**src/rtl/cspc_pkg.sv**
```systemverilog
// Shared types and constants for the CO2 sensor poll controller.
`timescale 1ns / 1ps

package cspc_pkg;

   // Sensor command words.
   localparam logic [15:0] CMD_START = 16'h21B1;
   localparam logic [15:0] CMD_READ  = 16'hEC05;
   localparam logic [15:0] CMD_STOP  = 16'h3F86;

   // Mode codes.
   localparam logic [2:0] MODE_IDLE  = 3'd0;
   localparam logic [2:0] MODE_START = 3'd1;
   localparam logic [2:0] MODE_STOP  = 3'd2;
   localparam logic [2:0] MODE_WSTOP = 3'd3;
   localparam logic [2:0] MODE_WMEAS = 3'd4;
   localparam logic [2:0] MODE_READY = 3'd5;
   localparam logic [2:0] MODE_READ  = 3'd6;
   localparam logic [2:0] MODE_ERROR = 3'd7;

   // Countdown kinds.
   localparam logic [1:0] KIND_NONE  = 2'd0;
   localparam logic [1:0] KIND_READY = 2'd1;
   localparam logic [1:0] KIND_STOPW = 2'd2;

   // Initialization levels.
   localparam logic [1:0] INIT_NONE    = 2'd0;
   localparam logic [1:0] INIT_PROCESS = 2'd1;
   localparam logic [1:0] INIT_DONE    = 2'd2;

   // Request types.
   localparam logic REQ_RUN  = 1'b0;
   localparam logic REQ_TICK = 1'b1;

   // Configuration register indexes.
   localparam logic [1:0] CSR_READ_INTERVAL = 2'd0;
   localparam logic [1:0] CSR_STOP_WAIT     = 2'd1;

   // Reset values of the configuration registers.
   localparam logic [15:0] READ_INTERVAL_RESET = 16'd5000;
   localparam logic [15:0] STOP_WAIT_RESET     = 16'd500;

   // Conversion scale factors.
   localparam logic [14:0] TEMP_SCALE  = 15'd17500;
   localparam logic [14:0] HUM_SCALE   = 15'd10000;
   localparam logic [13:0] TEMP_OFFSET = 14'd4500;
   localparam logic [16:0] FULL_SCALE  = 17'd65535;

   // Registered request after the input stage; products are formed on entry.
   typedef struct packed {
      logic        req_type;
      logic        xfer_ok;
      logic [14:0] co2;
      logic        co2_ok;
      logic [29:0] temp_prod;
      logic        temp_ok;
      logic [29:0] hum_prod;
      logic        hum_ok;
   } stage_type;

   // Floor of x / 65535 for x below 16384 * 65535. With q0 = x >> 16 the remainder
   // x - q0 * 65535 equals the low half plus q0, which stays below twice
   // the divisor, so one compare corrects the estimate.
   function automatic logic [13:0] div_full_scale(input logic [29:0] x);
      logic [13:0] q0;
      logic [16:0] rem;
      begin
         q0  = x[29:16];
         rem = {1'b0, x[15:0]} + {3'b000, q0};
         div_full_scale = (rem >= FULL_SCALE) ? q0 + 14'd1 : q0;
      end
   endfunction

endpackage

```
**src/rtl/co2_sensor_poll_controller.sv**
```systemverilog
// Top level of the CO2 sensor poll controller: sequencer, countdown and conversions.
`timescale 1ns / 1ps

// The controller takes one request per clock, a run step or a timer tick, and
// returns one result per request: the request is registered (with the
// conversion products already formed), then the mode update, countdown and
// division by full scale run in one pass into the result register. Both
// registers advance together, so a full stream sustains one transfer per
// cycle; the only hold-off on req_stall comes from rsp_stall.
// The configuration port is always ready and must only be written while no
// request is in flight.
module co2_sensor_poll_controller (
   input  logic        clock,
   input  logic        reset,
   // Request channel
   input  logic        req_valid,
   output logic        req_stall,
   input  logic        req_type,
   input  logic        req_xfer_ok,
   input  logic [15:0] req_co2_raw,
   input  logic [15:0] req_temp_raw,
   input  logic [15:0] req_humidity_raw,
   // Result channel
   output logic               rsp_valid,
   input  logic               rsp_stall,
   output logic               rsp_cmd_valid,
   output logic        [15:0] rsp_cmd_code,
   output logic               rsp_read_issued,
   output logic               rsp_step_ok,
   output logic        [2:0]  rsp_mode_now,
   output logic        [1:0]  rsp_init_progress,
   output logic        [14:0] rsp_co2_ppm,
   output logic signed [13:0] rsp_temp_centi,
   output logic        [12:0] rsp_humidity_centi,
   // Configuration write channel
   input  logic        csr_valid,
   output logic        csr_ready,
   input  logic [1:0]  csr_index,
   input  logic [15:0] csr_wdata
);
   import cspc_pkg::*;

   // Configuration registers
   logic [15:0] read_interval_ff;
   logic [15:0] stop_wait_ff;

   // Input stage
   logic      s1_valid_ff;
   stage_type s1_ff;
   stage_type s1_in;
   logic      req_take;
   logic      advance;

   // Controller state
   logic [2:0]  mode_ff,     mode_in;
   logic [1:0]  init_ff,     init_in;
   logic [15:0] cnt_ff,      cnt_in;
   logic [1:0]  kind_ff,     kind_in;
   logic [14:0] co2_ff,      co2_in;
   logic [13:0] temp_ff,     temp_in;
   logic [12:0] hum_ff,      hum_in;

   // Result register
   logic        rsp_valid_ff;
   logic        cmd_valid_ff, cmd_valid_in;
   logic [15:0] cmd_code_ff,  cmd_code_in;
   logic        read_iss_ff,  read_iss_in;
   logic        step_ok_ff,   step_ok_in;

   // Conversion results
   logic [13:0] temp_quot;
   logic [13:0] hum_quot;

   // Handshake: both stages move together whenever the result slot frees up.
   assign advance   = s1_valid_ff && (!rsp_valid_ff || !rsp_stall);
   assign req_stall = s1_valid_ff && !advance;
   assign req_take  = req_valid && !req_stall;
   assign csr_ready = 1'b1;

   // Form the conversion products as the request enters.
   always_comb begin
      s1_in.req_type  = req_type;
      s1_in.xfer_ok   = req_xfer_ok;
      s1_in.co2       = req_co2_raw[14:0];
      s1_in.co2_ok    = !req_co2_raw[15];
      s1_in.temp_prod = 30'(TEMP_SCALE * req_temp_raw[14:0]);
      s1_in.temp_ok   = !req_temp_raw[15];
      s1_in.hum_prod  = 30'(HUM_SCALE * req_humidity_raw[14:0]);
      s1_in.hum_ok    = !req_humidity_raw[15];
   end

   always_ff @(posedge clock) begin
      if (reset) begin
         s1_valid_ff <= 1'b0;
      end else if (req_take) begin
         s1_valid_ff <= 1'b1;
      end else if (advance) begin
         s1_valid_ff <= 1'b0;
      end
   end

   always_ff @(posedge clock) begin
      if (req_take) begin
         s1_ff <= s1_in;
      end
   end

   // Configuration writes; indexes beyond the list are ignored.
   always_ff @(posedge clock) begin
      if (reset) begin
         read_interval_ff <= READ_INTERVAL_RESET;
         stop_wait_ff     <= STOP_WAIT_RESET;
      end else if (csr_valid && csr_ready) begin
         if (csr_index == CSR_READ_INTERVAL) begin
            read_interval_ff <= csr_wdata;
         end
         if (csr_index == CSR_STOP_WAIT) begin
            stop_wait_ff <= csr_wdata;
         end
      end
   end

   assign temp_quot = div_full_scale(s1_ff.temp_prod);
   assign hum_quot  = div_full_scale(s1_ff.hum_prod);

   // Step logic: countdown on ticks, mode sequencing on run steps.
   always_comb begin
      mode_in      = mode_ff;
      init_in      = init_ff;
      cnt_in       = cnt_ff;
      kind_in      = kind_ff;
      co2_in       = co2_ff;
      temp_in      = temp_ff;
      hum_in       = hum_ff;
      cmd_valid_in = 1'b0;
      cmd_code_in  = 16'h0000;
      read_iss_in  = 1'b0;
      step_ok_in   = 1'b1;

      if (s1_ff.req_type == REQ_TICK) begin
         if (kind_ff == KIND_READY || kind_ff == KIND_STOPW) begin
            if (cnt_ff <= 16'd1) begin
               // Countdown expires: disarm and move the machine on.
               cnt_in  = 16'd0;
               kind_in = KIND_NONE;
               if (kind_ff == KIND_STOPW) begin
                  if (init_ff != INIT_DONE) begin
                     init_in = INIT_PROCESS;
                  end
                  mode_in = (mode_ff == MODE_WSTOP) ? MODE_IDLE : MODE_ERROR;
               end else begin
                  mode_in = (mode_ff == MODE_WMEAS) ? MODE_READ : MODE_ERROR;
               end
            end else begin
               cnt_in = cnt_ff - 16'd1;
            end
         end
      end else begin
         case (mode_ff)
            MODE_IDLE: begin
               if (init_ff != INIT_DONE) begin
                  mode_in = (init_ff == INIT_NONE) ? MODE_STOP : MODE_START;
               end
            end
            MODE_START: begin
               cmd_valid_in = 1'b1;
               cmd_code_in  = CMD_START;
               step_ok_in   = s1_ff.xfer_ok;
               if (s1_ff.xfer_ok) begin
                  cnt_in  = read_interval_ff;
                  kind_in = KIND_READY;
                  mode_in = MODE_WMEAS;
               end else begin
                  mode_in = MODE_ERROR;
               end
            end
            MODE_STOP: begin
               cmd_valid_in = 1'b1;
               cmd_code_in  = CMD_STOP;
               step_ok_in   = s1_ff.xfer_ok;
               if (s1_ff.xfer_ok) begin
                  cnt_in  = stop_wait_ff;
                  kind_in = KIND_STOPW;
                  mode_in = MODE_WSTOP;
               end else begin
                  cnt_in  = 16'd0;
                  kind_in = KIND_NONE;
                  mode_in = MODE_ERROR;
               end
            end
            MODE_READ: begin
               cmd_valid_in = 1'b1;
               cmd_code_in  = CMD_READ;
               read_iss_in  = s1_ff.xfer_ok;
               step_ok_in   = s1_ff.xfer_ok;
               if (s1_ff.xfer_ok) begin
                  // Words with the top bit set keep the previous value.
                  if (s1_ff.co2_ok) begin
                     co2_in = s1_ff.co2;
                  end
                  if (s1_ff.temp_ok) begin
                     temp_in = temp_quot - TEMP_OFFSET;
                  end
                  if (s1_ff.hum_ok) begin
                     hum_in = hum_quot[12:0];
                  end
                  cnt_in  = read_interval_ff;
                  kind_in = KIND_READY;
                  mode_in = MODE_WMEAS;
               end else begin
                  mode_in = MODE_ERROR;
               end
               // The first good read completes initialization and restarts
               // the sequence with a stop command.
               if (init_ff != INIT_DONE) begin
                  if (s1_ff.xfer_ok) begin
                     init_in = INIT_DONE;
                     mode_in = MODE_STOP;
                  end else begin
                     init_in = INIT_NONE;
                  end
               end
            end
            MODE_ERROR: begin
               cnt_in  = 16'd0;
               kind_in = KIND_NONE;
               mode_in = MODE_IDLE;
            end
            default: begin
               // Waiting and ready modes ignore run steps.
            end
         endcase
      end
   end

   // Controller state registers.
   always_ff @(posedge clock) begin
      if (reset) begin
         mode_ff <= MODE_IDLE;
         init_ff <= INIT_NONE;
         cnt_ff  <= 16'd0;
         kind_ff <= KIND_NONE;
         co2_ff  <= 15'd0;
         temp_ff <= 14'd0;
         hum_ff  <= 13'd0;
      end else if (advance) begin
         mode_ff <= mode_in;
         init_ff <= init_in;
         cnt_ff  <= cnt_in;
         kind_ff <= kind_in;
         co2_ff  <= co2_in;
         temp_ff <= temp_in;
         hum_ff  <= hum_in;
      end
   end

   // Result register.
   always_ff @(posedge clock) begin
      if (reset) begin
         rsp_valid_ff <= 1'b0;
      end else if (advance) begin
         rsp_valid_ff <= 1'b1;
      end else if (!rsp_stall) begin
         rsp_valid_ff <= 1'b0;
      end
   end

   always_ff @(posedge clock) begin
      if (advance) begin
         cmd_valid_ff <= cmd_valid_in;
         cmd_code_ff  <= cmd_code_in;
         read_iss_ff  <= read_iss_in;
         step_ok_ff   <= step_ok_in;
      end
   end

   assign rsp_valid          = rsp_valid_ff;
   assign rsp_cmd_valid      = cmd_valid_ff;
   assign rsp_cmd_code       = cmd_code_ff;
   assign rsp_read_issued    = read_iss_ff;
   assign rsp_step_ok        = step_ok_ff;
   assign rsp_mode_now       = mode_ff;
   assign rsp_init_progress  = init_ff;
   assign rsp_co2_ppm        = co2_ff;
   assign rsp_temp_centi     = temp_ff;
   assign rsp_humidity_centi = hum_ff;

`ifndef SYNTHESIS
   // The unused countdown kind is never armed.
   a_kind_legal: assert property (@(posedge clock) disable iff (reset)
      kind_ff != 2'd3)
      else $error("countdown kind holds the unused code");

   // Each waiting mode always has its own countdown armed.
   a_wait_armed: assert property (@(posedge clock) disable iff (reset)
      (mode_ff != MODE_WSTOP || kind_ff == KIND_STOPW) &&
      (mode_ff != MODE_WMEAS || kind_ff == KIND_READY))
      else $error("waiting mode without a matching countdown");

   // A result without a command carries no command word and no read.
   a_no_cmd: assert property (@(posedge clock) disable iff (reset)
      rsp_valid && !rsp_cmd_valid |-> rsp_cmd_code == 16'h0000 && !rsp_read_issued)
      else $error("command fields set without a command");

   // The input stage only empties by moving into the result register.
   a_stage_move: assert property (@(posedge clock) disable iff (reset)
      s1_valid_ff && !advance |=> s1_valid_ff)
      else $error("request dropped from the input stage");
`endif

endmodule
```
**config.mk**
```make
export PLATFORM = sky130hd
export DESIGN_NAME = co2_sensor_poll_controller
export DESIGN_NICKNAME = d
export VERILOG_FILES = /design/src/rtl/cspc_pkg.sv /design/src/rtl/co2_sensor_poll_controller.sv
export SDC_FILE = /design/constraint.sdc
export NUM_CORES = 1
export LEC_CHECK = 0
export BUFFER_PORTS_ARGS = -buffer_cell sky130_fd_sc_hd__buf_2
export CAP_MARGIN = 20
export CORE_UTILIZATION = 23
export DETAILED_ROUTE_END_ITERATION = 16
export GPL_TIMING_DRIVEN = 0
export HOLD_SLACK_MARGIN = 0.06
export SYNTH_ARGS = -nofsm -noshare
export SYNTH_HDL_FRONTEND = slang
export SYNTH_SLANG_ARGS = --single-unit
```
**constraint.sdc**
```tcl
create_clock -name clock -period 4.85 [get_ports clock]
set_clock_uncertainty 0.05 [all_clocks]
set_input_delay 0.2425 -clock clock [delete_from_list [all_inputs] [get_ports clock]]
set_output_delay 0.2425 -clock clock [all_outputs]
set_load 0.01 [all_outputs]
```
After elaboration in Yosys (flattened, before gate mapping). Index checks and enable logic that the tools add are counted.

Logic and storage cells: 127. Output and inout port bits: 69. RAM bits: 0. ROM bits: 0. Bits in registers: 191. Latch bits: 0. Input port bits: 73. Memories kept: 0.

Div/mod/pow operators: 0. Eq/ne operators: 17. Muxes and demuxes: 40. $lt $le $gt $ge: 3. $add $sub $neg: 6. Reductions and logical operators: 33. Bitwise operators: 3. Multiply operators: 2. Shift operators: 0.

Operators by type and width (count): $pmux W16 S3 (2); $mux W16 (5); $ge A17 B16 Y1 const B (2); $mul A13 B15 Y28 const A (1); $mux W2 (14); $mux W3 (9); $mul A10 B15 Y25 const A (1); $reduce_and A5 Y1 (5); $add A16 B13 Y17 (1); $add A16 B14 Y17 (1); $le A16 B1 Y1 const B (1); $sub A16 B1 Y16 const B (1); $pmux W3 S5 (1); $add A14 B1 Y14 const B (1); $mux W14 (1); $sub A14 B13 Y14 const B (1); $add A13 B1 Y13 const B (1); $mux W13 (1); $eq A3 B3 Y1 const B (3); $ne A2 B1 Y1 const B (4); $logic_not A1 Y1 (7); $reduce_and A7 Y1 (1); $eq A3 B2 Y1 const B (2); $mux W1 (6); 20 further kinds (32).

Longest topological paths before layout. Gate-level depths: netlist (run 1).

Depth in word-level cells: 8. Gate-level depth with buffers: 22. Gate-level depth less buffers: 21.

Worst setup path after synthesis (run 1). No wires, ideal clock.

Kind: input to register. Start: input port req_temp_raw[3]. End: register s1_ff[60] (netlist bit), data pin. Buffers on the path: 0. Required time: 4.541 ns. Arrival time: 4.416 ns. Stages: 21. Slack: 0.126 ns. Setup time: 0.259 ns. Path through: ha_1 inv_1 fa_1 inv_1 ha_1 ha_1 inv_1 fa_1 inv_1 fa_1 a21o_1 a21oi_1 o21bai_1 a21oi_1 o21bai_1 a21oi_1 o31ai_1 nand4_1 nand3_1 o2111a_1 a211o_1.

RTL lines: start, declared (RTL line co2_sensor_poll_controller.sv:21) `input logic [15:0] req_temp_raw,`; end signal, assigned (RTL line co2_sensor_poll_controller.sv:104) `s1_ff <= s1_in;`; end, declared (RTL line co2_sensor_poll_controller.sv:49) `stage_type s1_ff;`.

==> results of run 1 <==
==> through the flow <==
stage | worst slack (ps) | utilization
after floorplan | 126 | -
after global placement | -1460 | 0.262
after detailed placement | -486 | 0.263
after CTS | 3.62 | 0.281
after global routing | -53.2 | 0.282
final | 103 | 0.282
==> logic make-up after synthesis <==
logic type                 count (synthesis)
AOI/OAI and AO/OA                        304
xor gates and xnor gates                  76
adders and majority gates                263
buffers and inverters                    302
DFF                                      181
muxes                                      6
other                                      2
and+or+nand+nor                          423
==> final timing paths <==
check / from / endpoint / slack [ps] / cells after the start
worst max-delay path: req_temp_raw[4] / s1_ff[60] / 100 / 22
worst min-delay path: csr_index[0] / read_interval_ff[5] / 130 / 4
worst max register to register: s1_ff[34] / rsp_temp_centi[6] / 430 / 22
worst min register to register: rsp_co2_ppm[14] / rsp_co2_ppm[14] / 410 / 2
==> registers in the layout, summed over array words and instances (netlist names), 2 cells and up <==
signal              cells
stop_wait_ff           16
read_interval_ff       16
rsp_temp_centi         14
rsp_mode_now            3
rsp_co2_ppm            15
cnt_ff                 16
s1_ff                  73
rsp_cmd_code            7
rsp_humidity_centi     13
kind_ff                 2
rsp_init_progress       2
==> layout make-up <==
class	instances	share of cell area
antenna	1	0.000146
buffer	54	0.0145
clock buffer	19	0.0271
clock inverter	13	0.00868
inverter	247	0.0541
multi-input combinational	1075	0.509
sequential	181	0.259
tap	782	0.0571
timing repair buffer	188	0.0705
==> repair_timing <==
action,4_1_cts,5_1_grt
setup buffers,1,2
hold buffers,44,0
setup endpoints to repair,3,14
endpoints found under the hold margin,61,0
resized for setup,0,18
==> worst min-delay path: stages <==
cell and delay, ps:
buf_2 100, nor3b_1 130, nand2_1 100, a21oi_1 50
==> per-layer routing <==
| metal | share of wire | track usage | routed length (um) | vias to the layer above |
|---|---|---|---|---|
| li1 | - | - | - | 5740 |
| met1 | 0.48 | 0.155 | 17500 | 5318 |
| met2 | 0.46 | 0.197 | 16700 | 243 |
| met3 | 0.037 | 0.0212 | 1360 | 36 |
| met4 | 0.019 | 0.0446 | 681 | 0 |
| met5 | 0 | 0 | 0 | - |
==> synth_stat cells (all sizes together) (8+ instances only) <==
cell / n
or2: 10
xor2: 22
nor2: 100
and2: 9
nor2b: 11
o21ai: 52
fa: 75
inv: 247
dfxtp: 99
a211oi: 27
nor3: 32
xnor2: 54
ha: 188
or3: 13
o21bai: 14
buf: 14
o21a: 8
nand2: 160
nand3b: 13
a21o: 17
clkbuf: 41
nand3: 26
a21oi: 102
nand4: 13
and3: 12
edfxtp: 82
a22oi: 8
==> layout by cell type, fill, tap and decap left out, types with 7 or more instances in the layout <==
cell           instances
a211oi_1              25
a21oi_1               98
o21a_1                 8
dlygate4sd3_1         44
a21o_1                17
ha_1                 187
a22oi_1                8
xor2_1                22
inv_1                247
nand3b_1              13
and2_1                 9
o21bai_1              14
nor2_1               100
nand3_1               25
edfxtp_1              82
nand4_1               13
clkbuf_16             18
nor2b_1               10
clkbuf_1              40
o21ai_0               49
nor3_1                31
xnor2_1               54
buf_4                 16
nand2_1              160
fa_1                  75
and3_1                12
buf_2                139
or3_1                 13
dfxtp_1               99
or2_2                  7
==> report_power, final <==
| part | total [W] | switching (W) | internal [W] |
|---|---|---|---|
| clock | 0.00145 | 0.000714 | 0.000739 |
| sequential | 0.00219 | 0.000218 | 0.00197 |
| combinational | 0.00404 | 0.00228 | 0.00176 |
==> flow_metrics.env, run 1 <==
export IMPL_arrival_ps=4930
export IMPL_period_share=0.979
export IMPL_relSlewSlack=0.397
export IMPL_synth_edf_count=82
export IMPL_drive_gt1_frac=0.129
export IMPL_synth_compound_area_frac=0.144
export IMPL_grt_max_degree=34
export IMPL_drv_slew=0
export IMPL_nNetsFinal=2100
export IMPL_cp_max_fo=5
export IMPL_synth_top_cell_by_area="edfxtp_1"
export IMPL_ys_types=81
export IMPL_numCtsBuffers=17
export IMPL_die_w_um=251
export IMPL_tritoncts="done"
export IMPL_cts_htree_levels=4
export IMPL_synth_top_family_by_area="adder cells"
export IMPL_crit_buf_inv=5
export IMPL_crit_slowest_cell="fa_1"
export IMPL_grt_pass1_wl_um=59100
export IMPL_yosys_area_share_simple=0.140
export IMPL_ir_worst_vdd_v=0.000242
export IMPL_drt_iter0_drc=624
export IMPL_yosys_mux_area_fraction=0.00430
export IMPL_clk_path_buf_depth=2
export IMPL_register_area_mm2=0.00444
export IMPL_antenna_found_initial=0
export IMPL_multi_input_comb_area_mm2=0.00873
export IMPL_grt_pass1_vias=11400
export IMPL_dieArea_mm2=0.0630
export IMPL_hp_class="input pin to flip-flop"
export IMPL_async_flop_share=0
export IMPL_syn_to_final_growth_pct=20.3
export IMPL_syn_inst=1557
export IMPL_synth_xor_xnor_area_share=0.0467
export IMPL_root_buffer="clkbuf_16"
export IMPL_finalSetupViolations=0
export IMPL_gp_congestion=0.871
export IMPL_core_region_area_mm2=0.0608
export IMPL_clkTransAtPathRegs_ps=80
export IMPL_hpwlAfterDp_um=29400
export IMPL_whs_ps=131
export IMPL_p_leak_nw=7.73
export IMPL_grt_overflow_total=0
export IMPL_num_fill_cells=6351
export IMPL_rows=90
export IMPL_first_pass_iters=6
export IMPL_maxCapViolCount=0
export IMPL_ant_nets=0
export IMPL_die_y_um=251
export IMPL_fmax_ghz=0.211
export IMPL_cts_sinks=181
export IMPL_hold_violations=0
export IMPL_critPathMaxStageDelay_ps=530
export IMPL_crit_type="input pin to flip-flop"
export IMPL_period_needed_ps=4750
export IMPL_tightest_slew_ps=897
export IMPL_port_buffers=138
export IMPL_yosys_warnings=0
export IMPL_ys_seq_elements=181
export IMPL_critPathCaptureType="flip-flop"
export IMPL_cpMostUsedCell="inv_1"
export IMPL_crit_path_start_kind="input pin"
export IMPL_synth_fa_ha_area_frac=0.270
export IMPL_wl_per_cell_um=14.2
export IMPL_status="complete, no violations"
export IMPL_synth_area_leaders="edfxtp_1, ha_1, dfxtp_1, fa_1, inv_1"
export IMPL_cp_top_family="adder cells"
export IMPL_fin_setup_tns_ps=0
export IMPL_vias_per_cell=4.43
export IMPL_drc=0
export IMPL_grt_usage=0.119
export IMPL_vias=11300
export IMPL_synth_top_flop_cell="dfxtp_1"
export IMPL_total_power_w=0.00768
export IMPL_placed_area_mm2=0.0160
export IMPL_clock_latency_ps=480
export IMPL_p_per_area_mw_per_mm2=448
export IMPL_start_util=0.235
export IMPL_final_area_mm2=0.0172
export IMPL_synth_seq_area_share=0.312
export IMPL_netlist_area_mm2=0.0143
export IMPL_dp_cells=2481
export IMPL_wl_um=36300
export IMPL_crit_chain="buf_2 -> ha_1 -> inv_1 -> fa_1 -> inv_1 -> ha_1 -> ha_1 -> inv_1 -> fa_1 -> inv_1 -> fa_1 -> a21o_1 -> a21oi_2 -> o21bai_1 -> a21oi_1 -> o21bai_1 -> a21oi_2 -> o31ai_1 -> nand4_1 -> nand3_1 -> o2111a_1 -> a211o_1"
export IMPL_ios=142
export IMPL_post_layout_nonfiller_instances=2560
export IMPL_crit_required_ps=5030
export IMPL_synth_top_area_share=0.173
export IMPL_avgSynthCellArea_um2=9.16
(Power assumes the default switching activity.)
==> run 2: changes to the inputs <==
--- a/config.mk
+++ b/config.mk
@@ -6,7 +6,6 @@
 export NUM_CORES = 1
 export LEC_CHECK = 0
 export BUFFER_PORTS_ARGS = -buffer_cell sky130_fd_sc_hd__buf_2
-export CAP_MARGIN = 20
 export CORE_UTILIZATION = 23
 export DETAILED_ROUTE_END_ITERATION = 16
 export GPL_TIMING_DRIVEN = 0
==> constraint.sdc (replaced) <==
create_clock -name clock -period 5.74 [get_ports clock]
set_clock_uncertainty 0.05 [all_clocks]
set_input_delay 0.287 -clock clock [delete_from_list [all_inputs] [get_ports clock]]
set_output_delay 0.287 -clock clock [all_outputs]
set_load 0.01 [all_outputs]
==> run 2 against run 1 <==
Effect of this change:
- sequential cell count is the same
- worst hold slack worse by 19 ps
- combinational power is 18% lower
- clock power is 15% lower
- non-clock buffer count down 3
==> flow_metrics.env, run 2 (synthesis results as in run 1) <==
export IMPL_vias_per_cell=4.43
export IMPL_p_leak_nw=7.69
export IMPL_hpwlAfterDp_um=29400
export IMPL_clk_path_buf_depth=2
export IMPL_wl_per_cell_um=14.1
export IMPL_numCtsBuffers=17
export IMPL_wl_um=36100
export IMPL_period_needed_ps=5070
export IMPL_hp_class="input pin to flip-flop"
export IMPL_hp_start="reset"
export IMPL_arrival_ps=5260
export IMPL_period_share=0.883
export IMPL_hold_violations=0
export IMPL_relSlewSlack=0.392
export IMPL_tightest_slew_ps=904
export IMPL_finalWorstSetupSlack_ps=671
export IMPL_grt_max_degree=34
export IMPL_die_w_um=251
export IMPL_final_area_mm2=0.0170
export IMPL_tritoncts="done"
export IMPL_antenna_found_initial=0
export IMPL_drv_slew=0
export IMPL_grt_overflow_total=0
export IMPL_cp_max_fo=5
export IMPL_crit_type="input pin to flip-flop"
export IMPL_start_util=0.235
export IMPL_cpMostUsedCell="inv_1"
export IMPL_crit_buf_inv=6
export IMPL_crit_slowest_cell="dlygate4sd3_1"
export IMPL_gp_congestion=0.871
export IMPL_rows=90
export IMPL_p_per_area_mw_per_mm2=375
export IMPL_ir_worst_vdd_v=0.000204
export IMPL_first_pass_iters=5
export IMPL_syn_to_final_growth_pct=19.5
export IMPL_grt_usage=0.119
export IMPL_maxCapViolCount=0
export IMPL_vias=11300
export IMPL_crit_path_start_kind="input pin"
export IMPL_critPathMaxStageDelay_ps=550
export IMPL_clkTransAtPathRegs_ps=80
export IMPL_drive_gt1_frac=0.120
export IMPL_clock_latency_ps=480
export IMPL_worstReg2RegStart="s1_ff[51]"
export IMPL_dp_cells=2481
export IMPL_post_layout_nonfiller_instances=2557
export IMPL_ant_nets=0
export IMPL_crit_chain="dlygate4sd3_1 -> buf_2 -> fa_1 -> ha_1 -> inv_1 -> fa_1 -> inv_1 -> ha_1 -> inv_1 -> fa_1 -> inv_1 -> ha_1 -> nand2_1 -> o21ai_0 -> a211oi_1 -> o31a_1 -> a211oi_1 -> a21o_1 -> a21oi_1 -> xnor2_1"
export IMPL_dieArea_mm2=0.0630
export IMPL_fmax_ghz=0.197
export IMPL_cts_htree_levels=4
export IMPL_final_common_cell="inv_1"
export IMPL_core_region_area_mm2=0.0608
export IMPL_crit_required_ps=5930
export IMPL_cp_top_family="adder cells"
export IMPL_dp_slack_ps=360
export IMPL_finalSetupViolations=0
export IMPL_placed_area_mm2=0.0160
export IMPL_port_buffers=138
export IMPL_grt_pass1_wl_um=59100
export IMPL_root_buffer="clkbuf_16"
export IMPL_largest_reg_flops=73
export IMPL_fin_setup_tns_ps=0
export IMPL_ios=142
export IMPL_final_cell_mix="inv_1, ha_1, nand2_1"
export IMPL_drc=0
export IMPL_status="complete, no violations"
export IMPL_drt_iter0_drc=556
export IMPL_cts_sinks=181
export IMPL_die_y_um=251
export IMPL_grt_pass1_vias=11400
export IMPL_rsz0062_at_grt="false"
export IMPL_startpoint="req_humidity_raw[3]"
export IMPL_critPathCaptureType="flip-flop"
export IMPL_top_register="s1_ff"
export IMPL_nNetsFinal=2097
-- run 2: worst paths after layout --
| check | endpoint | slack, ps | depth (start not counted) |
|---|---|---|---|
| setup / recovery | s1_ff[29] | 670 | 20 |
| hold / removal | rsp_temp_centi[8] | 110 | 3 |
| setup reg to reg | rsp_temp_centi[6] | 740 | 22 |
| hold reg to reg | rsp_co2_ppm[14] | 410 | 2 |
-- run 2: power breakdown --
group | internal (W) | switching [W]
combinational | 0.00145 | 0.00186
clock | 0.000624 | 0.000604
sequential | 0.00166 | 0.000198
-- run 2: through the flow --
stage / hold slack (ps) / util / total power [W]
floorplan: 336 / - / 0.00438
global placement: 390 / 0.262 / 0.00510
detailed placement: 396 / 0.263 / 0.00516
CTS: 63.3 / 0.280 / 0.00647
global route: 107 / 0.280 / 0.00701
finish: 112 / 0.280 / 0.00640
-- run 2: cell type report --
class	instances	area (um^2)
repair buffers	184	1180
inverters	247	927
multi-input cells	1075	8660
clock buffers	19	464
clock inverters	13	149
well taps	782	978
diodes	1	2.50
plain buffers	55	250
flip-flops and latches	181	4440
fillers	6362	43800
-- run 2: what timing repair did --
| item | 4_1_cts | 5_1_grt |
|---|---|---|
| hold buffers | 43 | 0 |
| resized for setup | 0 | 0 |
| endpoints found under the hold margin | 59 | 0 |
| buffers inserted | 0 | 0 |
-- run 2: worst min-delay path: stages --
cell and delay, ps:
buf_2 110, or3_1 120, o211ai_1 70
-- run 2: layer usage --
| layer | part of all wire | global-route usage | vias to the layer above |
|---|---|---|---|
| met3 | 0.038 | 0.0212 | 36 |
| li1 | - | - | 5733 |
| met4 | 0.019 | 0.0446 | 0 |
| met5 | 0 | 0 | - |
| met1 | 0.48 | 0.155 | 5302 |
| met2 | 0.46 | 0.197 | 244 |
